[src/rtl/core/brr_pkg.sv]
// Shared types and constants for the block reverse reorder design.
package brr_pkg;

   localparam int VALUE_W      = 60;
   localparam int GROUP_SIZE_W = 7;
   localparam int CSR_ADDR_W   = 3;
   localparam int CSR_DATA_W   = 32;

   localparam logic [GROUP_SIZE_W-1:0] GROUP_SIZE_RESET = 7'd64;

   // Register index, taken from the word address bits of the CSR port.
   localparam logic [CSR_ADDR_W-3:0] REG_GROUP_SIZE = 1'b0;

   typedef struct packed {
      logic accept;   // input transfer this cycle
      logic issue;    // read one buffered element toward the output
   } brr_cmd_type;

   typedef struct packed {
      logic flush;     // the element on the input closes a group
      logic rd_zero;   // read pointer is at the first element of the group
      logic out_free;  // output register can take new data this cycle
   } brr_status_type;

endpackage

[src/rtl/core/brr_ctrl.sv]
// Controller state machine: alternates between filling a group and emitting it.
module brr_ctrl (
   input  logic                    clock,
   input  logic                    reset,
   input  logic                    req_valid,
   output logic                    req_ready,
   input  brr_pkg::brr_status_type status,
   output brr_pkg::brr_cmd_type    cmd
);
   import brr_pkg::*;

   typedef enum logic {
      ST_FILL,
      ST_EMIT
   } state_type;

   state_type state_ff;
   logic      ready_ff;

   always_comb begin
      cmd.accept = req_valid & ready_ff;
      cmd.issue  = (state_ff == ST_EMIT) & status.out_free;
   end

   assign req_ready = ready_ff;

   always_ff @(posedge clock) begin
      if (reset) begin
         state_ff <= ST_FILL;
         ready_ff <= 1'b1;
      end else begin
         unique case (state_ff)
            ST_FILL: begin
               if (cmd.accept && status.flush) begin
                  state_ff <= ST_EMIT;
                  ready_ff <= 1'b0;
               end
            end
            ST_EMIT: begin
               // The read of the first buffered element ends the group, so the
               // buffer may take new elements while that result still waits.
               if (cmd.issue && status.rd_zero) begin
                  state_ff <= ST_FILL;
                  ready_ff <= 1'b1;
               end
            end
            default: begin
               state_ff <= ST_FILL;
               ready_ff <= 1'b1;
            end
         endcase
      end
   end

endmodule

[src/rtl/core/brr_datapath.sv]
// Datapath: group buffer, fill counter, read pointer and output register.
module brr_datapath #(
   parameter int MAX_GROUP = 64
) (
   input  logic                               clock,
   input  logic                               reset,
   input  brr_pkg::brr_cmd_type               cmd,
   output brr_pkg::brr_status_type            status,
   input  logic [brr_pkg::GROUP_SIZE_W-1:0]   group_size,
   input  logic [brr_pkg::VALUE_W-1:0]        req_value,
   input  logic                               req_array_end,
   output logic                               rsp_valid,
   input  logic                               rsp_ready,
   output logic [brr_pkg::VALUE_W-1:0]        rsp_out_value,
   output logic                               rsp_group_last,
   output logic                               rsp_array_last
);
   import brr_pkg::*;

   localparam int IDX_W = (MAX_GROUP > 1) ? $clog2(MAX_GROUP) : 1;
   localparam int CNT_W = $clog2(MAX_GROUP + 1);
   localparam int CMP_W = (CNT_W > GROUP_SIZE_W) ? CNT_W : GROUP_SIZE_W;

   logic [VALUE_W-1:0] mem [MAX_GROUP];

   logic [CNT_W-1:0]   fill_ff, fill_in;
   logic [IDX_W-1:0]   rd_addr_ff, rd_addr_in;
   logic               last_ff, last_in;
   logic               valid_ff, valid_in;
   logic [VALUE_W-1:0] value_ff;
   logic               group_last_ff, array_last_ff;

   logic [CNT_W-1:0]   new_count;
   logic [CMP_W-1:0]   size_ext;
   logic [CMP_W-1:0]   eff_size;

   // A size of zero acts as one; a size above the buffer depth saturates.
   always_comb begin
      size_ext = CMP_W'(group_size);
      if (size_ext == '0) begin
         eff_size = CMP_W'(1);
      end else if (size_ext > CMP_W'(MAX_GROUP)) begin
         eff_size = CMP_W'(MAX_GROUP);
      end else begin
         eff_size = size_ext;
      end
   end

   assign new_count = fill_ff + CNT_W'(1);

   always_comb begin
      status.flush    = (CMP_W'(new_count) >= eff_size) | req_array_end;
      status.rd_zero  = (rd_addr_ff == '0);
      status.out_free = ~valid_ff | rsp_ready;
   end

   always_comb begin
      fill_in    = fill_ff;
      rd_addr_in = rd_addr_ff;
      last_in    = last_ff;
      if (cmd.accept) begin
         if (status.flush) begin
            fill_in    = '0;
            rd_addr_in = fill_ff[IDX_W-1:0];
            last_in    = req_array_end;
         end else begin
            fill_in = new_count;
         end
      end else if (cmd.issue) begin
         rd_addr_in = rd_addr_ff - IDX_W'(1);
      end
   end

   always_comb begin
      if (cmd.issue) begin
         valid_in = 1'b1;
      end else if (rsp_ready) begin
         valid_in = 1'b0;
      end else begin
         valid_in = valid_ff;
      end
   end

   always_ff @(posedge clock) begin
      if (reset) begin
         fill_ff    <= '0;
         rd_addr_ff <= '0;
         last_ff    <= 1'b0;
         valid_ff   <= 1'b0;
      end else begin
         fill_ff    <= fill_in;
         rd_addr_ff <= rd_addr_in;
         last_ff    <= last_in;
         valid_ff   <= valid_in;
      end
   end

   // The group is read back from the highest entry down; the registered read
   // data is the output register itself and holds while the sink stalls.
   always_ff @(posedge clock) begin
      if (cmd.accept) begin
         mem[fill_ff[IDX_W-1:0]] <= req_value;
      end
      if (cmd.issue) begin
         value_ff      <= mem[rd_addr_ff];
         group_last_ff <= status.rd_zero;
         array_last_ff <= status.rd_zero & last_ff;
      end
   end

   assign rsp_valid      = valid_ff;
   assign rsp_out_value  = value_ff;
   assign rsp_group_last = group_last_ff;
   assign rsp_array_last = array_last_ff;

endmodule

[src/rtl/core/block_reverse_reorder.sv]
// Top level of the block reverse reorder: CSR port, controller and datapath.
//
// The block reverses each run of group_size consecutive elements of a stream
// (a final partial run, closed by an element with array_end set, is reversed
// as it stands). While a group fills, one element is taken per cycle and
// written into a MAX_GROUP-entry buffer. The element that closes a group
// stops the input, and the group then leaves one buffer read per cycle
// unless the output stalls, from the highest entry down. Input resumes
// as soon as the last read is issued, while that final result is still in
// the output register. group_size (register 0 at byte address 0, 7 bits,
// reset 64) takes zero as one and saturates at MAX_GROUP; a new size applies
// from the next element, so lowering it mid-group can close a group longer
// than the new size. The buffer needs no clearing after reset.
module block_reverse_reorder #(
   parameter int MAX_GROUP = 64
) (
   input  logic                              clock,
   input  logic                              reset,
   input  logic                              req_valid,
   output logic                              req_ready,
   input  logic [brr_pkg::VALUE_W-1:0]       req_value,
   input  logic                              req_array_end,
   output logic                              rsp_valid,
   input  logic                              rsp_ready,
   output logic [brr_pkg::VALUE_W-1:0]       rsp_out_value,
   output logic                              rsp_group_last,
   output logic                              rsp_array_last,
   input  logic                              csr_psel,
   input  logic                              csr_penable,
   input  logic                              csr_pwrite,
   input  logic [brr_pkg::CSR_ADDR_W-1:0]    csr_paddr,
   input  logic [brr_pkg::CSR_DATA_W-1:0]    csr_pwdata,
   output logic [brr_pkg::CSR_DATA_W-1:0]    csr_prdata,
   output logic                              csr_pready
);
   import brr_pkg::*;

   brr_cmd_type              cmd;
   brr_status_type           status;
   logic [GROUP_SIZE_W-1:0]  group_size_ff;
   logic                     sel_group_size;

   assign csr_pready     = 1'b1;
   assign sel_group_size = (csr_paddr[CSR_ADDR_W-1:2] == REG_GROUP_SIZE);

   always_ff @(posedge clock) begin
      if (reset) begin
         group_size_ff <= GROUP_SIZE_RESET;
      end else if (csr_psel && csr_penable && csr_pwrite && csr_pready && sel_group_size) begin
         group_size_ff <= csr_pwdata[GROUP_SIZE_W-1:0];
      end
   end

   always_comb begin
      if (sel_group_size) begin
         csr_prdata = CSR_DATA_W'(group_size_ff);
      end else begin
         csr_prdata = '0;
      end
   end

   brr_ctrl u_ctrl (
      .clock     (clock),
      .reset     (reset),
      .req_valid (req_valid),
      .req_ready (req_ready),
      .status    (status),
      .cmd       (cmd)
   );

   brr_datapath #(
      .MAX_GROUP (MAX_GROUP)
   ) u_datapath (
      .clock          (clock),
      .reset          (reset),
      .cmd            (cmd),
      .status         (status),
      .group_size     (group_size_ff),
      .req_value      (req_value),
      .req_array_end  (req_array_end),
      .rsp_valid      (rsp_valid),
      .rsp_ready      (rsp_ready),
      .rsp_out_value  (rsp_out_value),
      .rsp_group_last (rsp_group_last),
      .rsp_array_last (rsp_array_last)
   );

`ifndef SYNTH
   // An element that ends the array always closes its group and stops input.
   a_end_stops_input: assert property (@(posedge clock) disable iff (reset)
      req_valid && req_ready && req_array_end |=> !req_ready)
      else $error("input still open after an array_end transfer");

   // The end of the array is also the end of a group.
   a_array_last_in_group: assert property (@(posedge clock) disable iff (reset)
      rsp_valid && rsp_array_last |-> rsp_group_last)
      else $error("array_last without group_last");

   // Results are only read out while the input is closed.
   a_emit_only_closed: assert property (@(posedge clock) disable iff (reset)
      $rose(rsp_valid) |-> $past(!req_ready))
      else $error("result produced while the buffer was filling");
`endif

endmodule
[config.mk]
export PLATFORM = sky130hd
export DESIGN_NAME = block_reverse_reorder
export DESIGN_NICKNAME = d
export VERILOG_FILES = /design/src/rtl/core/brr_pkg.sv /design/src/rtl/core/brr_ctrl.sv /design/src/rtl/core/brr_datapath.sv /design/src/rtl/core/block_reverse_reorder.sv
export SDC_FILE = /design/constraint.sdc
export NUM_CORES = 2
export LEC_CHECK = 0
export BUFFER_PORTS_ARGS = -buffer_cell sky130_fd_sc_hd__buf_2
export CAP_MARGIN = 30
export CORE_MARGIN = 2
export CORE_UTILIZATION = 55
export CTS_CLUSTER_SIZE = 20
export DETAILED_ROUTE_END_ITERATION = 7
export PLACE_DENSITY = 0.79
export SYNTH_ARGS = -nofsm -noshare
export SYNTH_HDL_FRONTEND = slang
export SYNTH_SLANG_ARGS = --single-unit
[constraint.sdc]
create_clock -name clock -period 9.17 [get_ports clock]
set_input_delay 1.3755 -clock clock [delete_from_list [all_inputs] [get_ports clock]]
set_output_delay 1.3755 -clock clock [all_outputs]
set_load 0.05 [all_outputs]
==> metrics <==
Flop pwr share=0.515; Setup Viol. Count Final=0; clk buf depth=4; crit path DAT=between 5 and 6 ns; CP Max Fanout=slightly above 40; post-placement worst setup slack=3.51 ns; Fin Hold WS=roughly 0.49 ns; element type at the critical path end=flip-flop; crit path max-delay cell type=nor2_4; CTS-repair resized insts=0; Yosys reg bits=between 3k and 4k; clk sinks=3926; drt pass-1 iters=8; Area after DPL=156000 um^2; Primary FF master, synth=edfxtp_1; CP cell instances=buf_2 -> nand2_1 -> nor2_1 -> nand2_1 -> nor2_4 -> buf_4; outcome=complete, no violations; register area share after synthesis=0.781; Non-Filler Instances=between 10k and 15k; Comb power frac=0.081; die height=between 500 and 600 um; vias in the first global route=79.2k; unrepaired setup endpoints after global routing=no; fin crit share=0.546; num rows=~190; delay of the slowest cell on the worst path=1.03 ns; Post-Layout Inst Area=between 150000 and 200000 um^2; die area=approximately 280000 um^2; Required @ worst endpoint=a little under 10 ns; antenna-violating nets left=0; CTS Hold Buffers Added=0; clock-pin slew on the worst setup and hold paths=around 0.06 ns; Synth Instances=between 6k and 7k; final setup margin=4.16 ns; NumNets Final=between 7k and 8k; Distinct cells, synth=between 60 and 70; EDFF count, synth=~3.9k; first-pass GRT wire length=between 500000 and 600000 um; DRC viols=0; CTS tree=yes; commonest cells in the netlist=edfxtp_1, mux4_2, nand2_1, mux2i_1, nor2_1; clock tree root driver cell=clkbuf_16; initial core utilization=0.552; most used cell, CP=nand2_1; cell taking the most area after synthesis=edfxtp_1; Port Buffers=146; die width=roughly 530 um; MaxCap Viol Count=0; Worst-Margin Slew=1.08 ns; Rel. slew slack=0.258; largest net degree at the start of global routing=between 100 and 150; Clock Skew=0.0797 ns; Synth Cell Area=roughly 150000 um^2; top-count cell post-synth=edfxtp_1; Core Util, Final=0.622; Synth top area share=0.778; placed wire-length estimate=roughly 210000 um; Peak Freq=~200 MHz; final WL=435000 um; Pwr Density=about 230 nW/um^2; Final Critical Period=5.01 ns; Clk pwr share=0.404; Area growth syn-to-layout=12.7%; Synth async-reset ratio=0; vias after detailed routing=79.5k; initial DRC count=approximately 14k; Internal=a little under 30 mW; Clock Latency Late Sink=0.94 ns; routed len/inst=39.3 um; Final Max Slew Viols=0; hold crit path type=reg2reg; Setup TNS=0 ns; Post CTS Setup Buffer Count=0; Syn Area/Cell=22.1 um^2; grt ovf=0; core outline area=roughly 270000 um^2; Synth area leaders=edfxtp_1, mux4_2, mux2i_1; initial antenna violation count=32; critical path type=in2reg; Inst Count DP=around 10k; overall power=around 39 mW; IO Count=200; final hold vios=0; layout cells sized above 1=0.260; Vias/cell=7.17; sw frac=0.230; Synthesis Warnings=0; H-tree levels=5; switching pwr=approximately 9 mW; Final GP Congestion=approximately 0.80; Total GRT Usage=0.308; clock buffer count from CTS=382; Max IR drop VDD=0.168 mV; Leak Pwr=~52 nW; Worst setup SP type=primary input
-- flip-flops by register name, summed over array words and instances (netlist names) --
signal and count:
u_ctrl.state_ff 1, u_ctrl.req_ready 1, u_datapath.fill_ff 7, u_datapath.rsp_group_last 1, u_datapath.rsp_out_value 60, u_datapath.rsp_valid 1, u_datapath.rsp_array_last 1, u_datapath.mem 3840
group_size_ff 7, u_datapath.last_ff 1, u_datapath.rd_addr_ff 6
-- routing by layer --
| metal | GRT usage | vias to the layer above | wire length [um] |
|---|---|---|---|
| met5 | 0.00225 | - | 258 |
| met4 | 0.153 | 32 | 26400 |
| met3 | 0.0883 | 1566 | 61600 |
| met2 | 0.489 | 7783 | 208000 |
| met1 | 0.391 | 40777 | 139000 |
| li1 | - | 29323 | - |
-- critical path, delay by kind of cell --
kind,cells,cell delay [ns]
and+or+nand+nor,4,2.98
buffers and inverters,2,1.03
-- final timing paths --
check	start	to	slack, ns	depth (start not counted)
setup / recovery	req_valid	u_datapath.mem[4][21]	4.16	6
hold / removal	u_datapath.fill_ff[6]	u_datapath.fill_ff[6]	0.49	2
setup reg to reg	u_ctrl.req_ready	u_datapath.mem[4][21]	4.29	5
hold reg to reg	u_datapath.fill_ff[6]	u_datapath.fill_ff[6]	0.49	2
-- cells by family after synthesis --
group                    count (synthesis)  share of synthesized area
flip-flops                            3926                      0.781
AND/OR/NAND/NOR                        706                     0.0201
XOR/XNOR                                 7                   0.000407
multiplexers                          1249                      0.159
buffers and inverters                  414                     0.0166
other                                    2                  0.0000499
adder cells (fa/ha/maj)                 10                   0.000831
AO/OA/AOI/OAI                          485                     0.0219
-- area by class of cell --
class / instances / area, um^2
flip-flops and latches: 3926 / 118000
multi-input cells: 2483 / 31000
clock buffers: 461 / 9940
clock inverters: 207 / 2230
diodes: 14 / 35.0
fillers: 16967 / 103000
repair buffers: 399 / 4190
well taps: 3589 / 4490
inverters: 11 / 62.6
-- power groups by stage --
stage / combinational, mW / clock (mW) / sequential [mW]
floorplan: 1.81 / 0 / 20.3
global placement: 2.87 / 0 / 20.3
detailed placement: 2.95 / 0 / 20.3
CTS: 3.04 / 15.6 / 19.9
global route: 3.25 / 16.2 / 19.9
finish: 3.14 / 15.6 / 19.9
-- placed cells by master, fill, tap and decap left out, types with 83 or more instances in the layout --
cell type	count
edfxtp_1	3902
buf_4	140
clkbuf_16	386
nand2_1	342
mux2i_1	331
buf_12	86
o22ai_1	83
buf_2	146
a21oi_1	113
nor2_1	97
mux4_2	909
Note: power is estimated with default switching activity, not from simulation.
